<file path="src/rtl/ows_pkg.sv">
// Shared types and constants for the oscillator waveform shaper.
// Holds the waveform codes, 16.16 constants and the reciprocal factors
// used for the divisions by constants. No dependencies.
`default_nettype none

package ows_pkg;

    typedef enum logic [2:0] {
        ACT_TRIANGLE = 3'd0,
        ACT_TILT_SAW = 3'd1,
        ACT_SAW      = 3'd2,
        ACT_SQUARE   = 3'd3,
        ACT_PULSE    = 3'd4,
        ACT_ORGAN    = 3'd5,
        ACT_NOISE    = 3'd6,
        ACT_PHASER   = 3'd7
    } t_action;

    localparam int PHASE_W  = 31;
    localparam int SAMPLE_W = 17;
    // Phase bits actually used: fraction plus the slow modulator window.
    localparam int PH_KEEP_W = 23;

    // 16.16 constants, truncated.
    localparam logic [15:0]        FX_THIRDISH = 16'd21843;
    localparam logic [15:0]        FX_KNEE     = 16'd58982;
    localparam logic signed [16:0] FX_SAWGAIN  = 17'sd42795;
    localparam logic signed [20:0] FX_QTR      = 21'sd16384;

    // floor(t * 2^16 / 29491) == (t * TILT_RECIP) >> 31 for t below the knee.
    localparam logic [32:0] TILT_RECIP = 33'd4772218249;
    localparam int          TILT_SHIFT = 31;
    // Half of (1 - knee): the falling edge divides by this.
    localparam int          TILT_REST_HALF = 3277;
    // floor(x / 9) == (x * ORGAN_RECIP) >> 21 for x below 2^18.
    localparam logic [17:0] ORGAN_RECIP = 18'd233017;
    // floor(x / 3) == (x * PHASER_RECIP) >> 19 for x below 2^18.
    localparam logic [17:0] PHASER_RECIP = 18'd174763;

    function automatic logic [20:0] abs21(input logic signed [20:0] v);
        return v[20] ? 21'(-v) : 21'(v);
    endfunction

endpackage

`default_nettype wire

</file>
<file path="src/rtl/ows_shape.sv">
// Waveform shaping logic: one sample from a waveform code and the phase.
// Purely combinational; sits between the input and result registers.
// Depends on ows_pkg.
`default_nettype none

module ows_shape
    import ows_pkg::*;
(
    input  var t_action                 i_action,
    input  wire logic [PH_KEEP_W-1:0]   i_phase,
    output logic signed [SAMPLE_W-1:0]  o_sample
);

    logic [15:0]        t;
    logic [15:0]        m;

    logic signed [20:0] tri_d;
    logic signed [20:0] tri_v;

    logic [48:0]        tilt_p;
    logic [16:0]        tilt_q1;
    logic [12:0]        tilt_w;
    logic [14:0]        tilt_w4;
    logic [3:0]         tilt_c;
    logic [17:0]        tilt_q2;
    logic signed [20:0] tilt_rise;
    logic signed [20:0] tilt_fall;
    logic signed [20:0] tilt_v;

    logic signed [32:0] saw_p;

    logic [20:0]        t24;
    logic signed [20:0] org_lo;
    logic signed [20:0] org_hi;
    logic signed [20:0] org_r;
    logic [20:0]        org_a;
    logic [35:0]        org_p;
    logic [14:0]        org_q;
    logic signed [20:0] org_v;

    logic [20:0]        ph_k;
    logic [15:0]        ph_kh;
    logic [15:0]        ph_u;
    logic [20:0]        ph_d1;
    logic [20:0]        ph_d2;
    logic signed [20:0] ph_r;
    logic [20:0]        ph_a;
    logic [35:0]        ph_p;
    logic [16:0]        ph_q;
    logic signed [20:0] ph_v;

    logic signed [20:0] res;

    assign t = i_phase[15:0];
    assign m = i_phase[22:7];

    // Triangle: floor((|4t - 2| - 1) / 2)
    assign tri_d = $signed(21'({t, 2'b00})) - 21'sd131072;
    assign tri_v = $signed(abs21(tri_d)) - 21'sd65536;

    // Tilted saw, rising edge: 2t / 0.9 by reciprocal.
    assign tilt_p    = 49'(t) * 49'(TILT_RECIP);
    assign tilt_q1   = tilt_p[TILT_SHIFT+16:TILT_SHIFT];
    assign tilt_rise = $signed(21'(tilt_q1)) - 21'sd65536;

    // Falling edge: w * 2^16 / 3277 = 20w - ceil(4w / 3277), w = 1 - t.
    assign tilt_w  = 13'(17'h10000 - {1'b0, t});
    assign tilt_w4 = {tilt_w, 2'b00};

    always_comb begin
        tilt_c = '0;
        for (int k = 0; k < 8; k++) begin
            if (tilt_w4 > 15'(k * TILT_REST_HALF)) begin
                tilt_c = tilt_c + 4'd1;
            end
        end
    end

    assign tilt_q2   = 18'(tilt_w) * 18'd20 - 18'(tilt_c);
    assign tilt_fall = $signed(21'(tilt_q2)) - 21'sd65536;
    assign tilt_v    = (t < FX_KNEE) ? tilt_rise : tilt_fall;

    // Saw: the signed view of t is t or t - 1; floor of the 16.16 product.
    assign saw_p = 33'(FX_SAWGAIN) * 33'($signed(t));

    // Organ: two humps, then truncate towards zero over 9.
    assign t24    = 21'({t, 4'b0000}) + 21'({t, 3'b000});
    assign org_lo = 21'sd196608 - $signed(abs21($signed(t24) - 21'sd393216));
    assign org_hi = 21'sd65536
                  - $signed(abs21($signed(21'({t, 4'b0000})) - 21'sd786432));
    assign org_r  = t[15] ? org_hi : org_lo;
    assign org_a  = abs21(org_r);
    assign org_p  = 36'(org_a[17:0]) * 36'(ORGAN_RECIP);
    assign org_q  = org_p[35:21];
    assign org_v  = org_r[20] ? -$signed(21'(org_q)) : $signed(21'(org_q));

    // Phaser: slow modulator shifts a second triangle against the first.
    assign ph_k  = abs21($signed(21'({m, 1'b0})) - 21'sd65536);
    assign ph_kh = ph_k[16:1];
    assign ph_u  = t + ph_kh;
    assign ph_d1 = abs21($signed(21'({ph_u, 2'b00})) - 21'sd131072);
    assign ph_d2 = abs21($signed(21'({t, 3'b000})) - 21'sd262144);
    assign ph_r  = $signed(ph_d1) - $signed(ph_d2);
    assign ph_a  = abs21(ph_r);
    // Divide by 6 as halve then divide by 3.
    assign ph_p  = 36'(ph_a[18:1]) * 36'(PHASER_RECIP);
    assign ph_q  = ph_p[35:19];
    assign ph_v  = ph_r[20] ? -$signed(21'(ph_q)) : $signed(21'(ph_q));

    always_comb begin
        unique case (i_action)
            ACT_TRIANGLE: res = tri_v >>> 1;
            ACT_TILT_SAW: res = tilt_v >>> 1;
            ACT_SAW:      res = 21'(saw_p[32:16]);
            ACT_SQUARE:   res = t[15] ? -FX_QTR : FX_QTR;
            ACT_PULSE:    res = (t < FX_THIRDISH) ? FX_QTR : -FX_QTR;
            ACT_ORGAN:    res = org_v;
            ACT_NOISE:    res = '0;
            ACT_PHASER:   res = ph_v;
        endcase
    end

    assign o_sample = res[SAMPLE_W-1:0];

endmodule

`default_nettype wire

</file>
<file path="src/rtl/oscillator_waveform_shaper.sv">
// A sample passes through the input register, the shaping logic and the result
// register before it is offered on the result channel.
// Throughput: one transaction per cycle; the input stalls only when both
// registers hold data and the output is stalled.
// Reset clears the valid flags only; the data registers are not reset.
// Depends on ows_pkg and ows_shape.
`default_nettype none

module oscillator_waveform_shaper
    import ows_pkg::*;
(
    input  wire logic                       i_clk,
    input  wire logic                       i_rst_n,
    input  wire logic                       i_valid,
    output logic                            o_stall,
    input  wire logic [2:0]                 i_action,
    input  wire logic [PHASE_W-1:0]         i_phase,
    output logic                            o_valid,
    input  wire logic                       i_stall,
    output logic signed [SAMPLE_W-1:0]      o_sample
);

    logic                         r_in_valid;
    t_action                      r_action;
    logic [PH_KEEP_W-1:0]         r_phase;
    logic                         r_out_valid;
    logic signed [SAMPLE_W-1:0]   r_sample;

    logic                         w_out_load;
    logic signed [SAMPLE_W-1:0]   w_sample;

    // Result register takes a new sample when empty or being drained.
    assign w_out_load = !r_out_valid || !i_stall;
    assign o_stall    = r_in_valid && !w_out_load;

    always_ff @(posedge i_clk) begin
        if (!i_rst_n) begin
            r_in_valid  <= 1'b0;
            r_out_valid <= 1'b0;
        end else begin
            if (!o_stall) begin
                r_in_valid <= i_valid;
            end
            if (w_out_load) begin
                r_out_valid <= r_in_valid;
            end
        end
    end

    always_ff @(posedge i_clk) begin
        if (i_valid && !o_stall) begin
            r_action <= t_action'(i_action);
            r_phase  <= i_phase[PH_KEEP_W-1:0];
        end
        if (w_out_load && r_in_valid) begin
            r_sample <= w_sample;
        end
    end

    ows_shape u_shape (
        .i_action (r_action),
        .i_phase  (r_phase),
        .o_sample (w_sample)
    );

    assign o_valid  = r_out_valid;
    assign o_sample = r_sample;

    a_stall_needs_data: assert property (@(posedge i_clk) disable iff (!i_rst_n)
        o_stall |-> (r_in_valid && r_out_valid))
        else $error("input stalled while a register is free");

    a_accept_fills: assert property (@(posedge i_clk) disable iff (!i_rst_n)
        (i_valid && !o_stall) |=> r_in_valid)
        else $error("accepted transaction lost at the input register");

    a_bubble_moves: assert property (@(posedge i_clk) disable iff (!i_rst_n)
        (!r_in_valid && w_out_load) |=> !o_valid)
        else $error("result register shows data without a source");

    a_noise_silent: assert property (@(posedge i_clk) disable iff (!i_rst_n)
        (r_in_valid && w_out_load && (r_action == ACT_NOISE))
            |=> (o_valid && (o_sample == '0)))
        else $error("noise sample not zero");

endmodule

`default_nettype wire
</file>
<file path="config.mk">
export PLATFORM = sky130hd
export DESIGN_NAME = oscillator_waveform_shaper
export DESIGN_NICKNAME = d
export VERILOG_FILES = /design/src/rtl/ows_pkg.sv /design/src/rtl/ows_shape.sv /design/src/rtl/oscillator_waveform_shaper.sv
export SDC_FILE = /design/constraint.sdc
export NUM_CORES = 2
export LEC_CHECK = 0
export ABC_AREA = 1
export BUFFER_PORTS_ARGS = -buffer_cell sky130_fd_sc_hd__buf_2
export CAP_MARGIN = 10
export CORE_MARGIN = 5
export CORE_UTILIZATION = 33
export CTS_BUF_LIST = sky130_fd_sc_hd__clkbuf_4 sky130_fd_sc_hd__clkbuf_8
export DETAILED_ROUTE_END_ITERATION = 10
export PLACE_DENSITY_LB_ADDON = 0.15
export SLEW_MARGIN = 20
export SYNTH_ARGS = -nofsm -noshare
export SYNTH_HDL_FRONTEND = slang
export SYNTH_SLANG_ARGS = --single-unit
</file>
<file path="constraint.sdc">
create_clock -name i_clk -period 32.1 [get_ports i_clk]
set_clock_uncertainty 0.2 [all_clocks]
set_input_delay 3.21 -clock i_clk [delete_from_list [all_inputs] [get_ports i_clk]]
set_output_delay 3.21 -clock i_clk [all_outputs]
set_load 0.05 [all_outputs]
</file>
==> flow_summary.rst <==
.. list-table::
   :header-rows: 1

   * - Metric
     - Value
   * - Placed Cells
     - 5275
   * - CP max stage cell
     - sky130_fd_sc_hd__ha_1
   * - Detailed-route via count
     - 25600
   * - Kind of end point of the critical path
     - flop
   * - # DRC
     - 0
   * - Clock tree buffer depth
     - 2
   * - Total congestion overflow
     - 0
   * - Final number of max-transition violations
     - 0
   * - Synthesized area
     - 0.0311 sq mm
   * - Worst reg2reg setup slack
     - 17.31 ns
   * - CP max stage delay
     - 0.75 ns
   * - Placement Rows
     - 112
   * - CTS HTree Levels
     - 2
   * - Maximum clock rate
     - 0.0676 GHz
   * - Pin count of the biggest net entering global routing
     - 37
   * - DRT Wirelength
     - 98.2 mm
   * - Beginning of the critical path
     - r_phase[8]
   * - Clk Tree Root Cell
     - sky130_fd_sc_hd__clkbuf_8
   * - Storage element area
     - 0.00133 sq mm
   * - Vias in the first global route
     - 25600
   * - Number of antenna repair diodes
     - 0
   * - Setup repair after global routing missed its margin
     - false
   * - Floorplan die width
     - 317 um
   * - Count of nets left with antenna violations after detail routing
     - 0
   * - Final hold violation count
     - 0
   * - Fraction of the core area covered by cells at the end of the flow
     - 35.4%
   * - Startpoint type of the worst setup path
     - flop
   * - # resized after CTS
     - 0
   * - Via/cell ratio
     - 4.85
   * - Clock period minus worst slack
     - 14.79 ns
   * - Primary FF master, synth
     - sky130_fd_sc_hd__edfxtp_1
   * - Worst reg2reg path startpoint
     - r_phase[8]
   * - Slew HR
     - 29.7%
   * - Share of the yosys chip area belonging to registers
     - 4.29%
   * - Cell variety after synth
     - 66
   * - Top area cells in the synthesized netlist
     - sky130_fd_sc_hd__ha_1 29%, sky130_fd_sc_hd__fa_1 24%, sky130_fd_sc_hd__inv_1 11%
   * - TritonCTS clock tree
     - yes
   * - Number of max-cap violations
     - 0
   * - Required time of the worst setup path
     - 31.94 ns
   * - Cell repeated most along the worst path
     - sky130_fd_sc_hd__inv_1
   * - Worst-path maximum fanout
     - 25
   * - Number of buffers created by CTS
     - 5
   * - Layout overhead on the synthesized area
     - 6.51%
   * - Asr flop ratio synth
     - 0%
   * - Clock latency of the later-clocked register in the worst-skew pair
     - 0.36 ns
   * - Last weighted congestion value of the routability-driven placer
     - 0.898
   * - Mapped Cells
     - 3967
   * - Endpoints failing setup
     - 0
   * - R2r worst-path depth
     - 56
   * - CTS clock-pin slew for the worst setup and hold paths
     - 0.10 ns
   * - Worst Tran Pin Value
     - 1.05 ns
   * - Footprint of the multi-input gates
     - 0.0262 sq mm
   * - Half-perimeter wire length after detailed placement
     - 85.6 mm
   * - Total negative slack
     - 0 ns
   * - Endpoint of the most critical register-to-register path
     - o_sample[13]
   * - Min-Delay Path Depth
     - 2
   * - IO Port Bufs
     - 48
   * - FF+latch count, synth
     - 45
   * - Starting density of the core
     - 33.3%
   * - Die span in y
     - 317 um
   * - Worst hold slack
     - 0.309 ns
   * - CP Data Arrival Time
     - 14.63 ns
   * - Leading post-synthesis cells by instance count
     - 890 x sky130_fd_sc_hd__inv_1, 716 x sky130_fd_sc_hd__ha_1, 600 x sky130_fd_sc_hd__nand2_1
   * - First-pass GRT wire length
     - 152 mm
   * - Clock Sinks
     - 45
   * - Worst hold endpoint
     - o_valid
   * - Setup fix buffers added after clock tree synthesis
     - 0
   * - DRT Pass-1 Iters
     - 5
   * - Overall global routing resource usage
     - 19.7%
   * - Total Nets Final
     - 5150
   * - Number of filler instances in the final layout
     - 10100
   * - Worst Hold Launch
     - r_in_valid
   * - Min-delay worst type
     - reg2reg
   * - Average instance area after synthesis
     - 7.83 sq um
   * - Share of the clock period used by the worst path after layout
     - 46.1%
   * - Fraction of layout cells with a size suffix above 1
     - 4.62%
   * - Worst Setup Path Type
     - reg2reg
   * - CTS Hold Bufs
     - 0
   * - Fraction of synthesized cell area taken by the top area cell type
     - 28.8%
   * - Number of DRC violations after detailed-routing iteration 0
     - 1476
   * - Post-synth top area cell
     - sky130_fd_sc_hd__ha_1
   * - Count of pins on the block boundary
     - 57
   * - Most frequently used cell type in the post-synthesis netlist
     - sky130_fd_sc_hd__inv_1
   * - Routed length per instance
     - 18.6 um
   * - Core region area
     - 0.0933 sq mm
   * - Count of flip-flops with a built-in enable after synthesis
     - 43
   * - Antenna violations before repair
     - 6
   * - Non-filler cells in the finished layout
     - 5283
   * - Result of the run
     - completed
   * - Synth Warn #
     - 0
   * - Die footprint
     - 0.100 sq mm
## final cells by class
| class | count | area share [%] |
|---|---|---|
| clock buffer | 6 | 0.231 |
| clock inverter | 2 | 0.0454 |
| inverter | 906 | 10.3 |
| multi-input combinational | 2988 | 79.2 |
| sequential | 45 | 4.02 |
| tap | 1254 | 4.74 |
| timing repair buffer | 82 | 1.50 |
## metrics by stage
step           setup slack, ns  cell area [sq um]
4_1_cts                  17.26              33100
3_5_place_dp             17.28              33000
2_1_floorplan            19.80              31100
5_1_grt                  16.31              33100
3_3_place_gp             17.19              33000
6_report                 17.31              33100
## flip-flops by register name, summed over array words and instances (netlist names)
register and count:
r_phase 23, o_sample 17, r_action 3, o_valid 1
r_in_valid 1
## cell families after synthesis
kind of cell	Yosys count	share of synthesized area, %
AND/OR/NAND/NOR	1184	16.7
adder cells (fa/ha/maj)	1084	52.6
buffers and inverters	935	11.4
AO/OA/AOI/OAI	544	10.0
XOR/XNOR	173	4.95
flip-flops	45	4.29
other	1	0.0121
multiplexers	1	0.0363
## critical path, delay by kind of cell (launching register included)
kind | cells | cell delay [ns]
adder cells (fa/ha/maj) | 10 | 4.50
AO/OA/AOI/OAI | 15 | 3.53
AND/OR/NAND/NOR | 14 | 2.45
buffers and inverters | 13 | 2.22
XOR/XNOR | 4 | 1.20
flip-flops | 1 | 0.33
## worst max-delay path by stage
stage	end	cells after the start
floorplan	o_sample[13]	78
global placement	o_sample[13]	56
detailed placement	o_sample[13]	56
CTS	o_sample[13]	56
global route	o_sample[13]	66
finish	o_sample[13]	56
## cells in the final DEF, fill, tap and decap left out, drive strengths merged, types with 3 or more instances in the layout
cell type	instances
o21bai	29
o2111ai	6
o21a	15
or2	28
o221ai	5
inv	903
edfxtp	43
nand3b	9
nand2	627
o211ai	10
a31oi	15
o21ai	177
ha	716
a31o	3
buf	82
a21o	13
a21oi	236
xnor2	53
fa	368
nand4	48
and3	3
nor2	237
xor2	120
o31ai	5
nand3	173
clkbuf	6
nor3	46
a21boi	8
clkinv	3
a32oi	6
a211oi	6
nor4	10
## metal layers
| layer | global-route usage, % | vias up | part of all wire (%) |
|---|---|---|---|
| met5 | 0 | - | 0.012 |
| met4 | 2.73 | 2 | 1.4 |
| met3 | 2.03 | 64 | 4.5 |
| met2 | 32.0 | 470 | 45 |
| met1 | 29.0 | 12200 | 49 |
| li1 | - | 12900 | - |
Power is not shown: default switching activity piles up to over one toggle a cycle in this logic, so the estimate is an artifact.
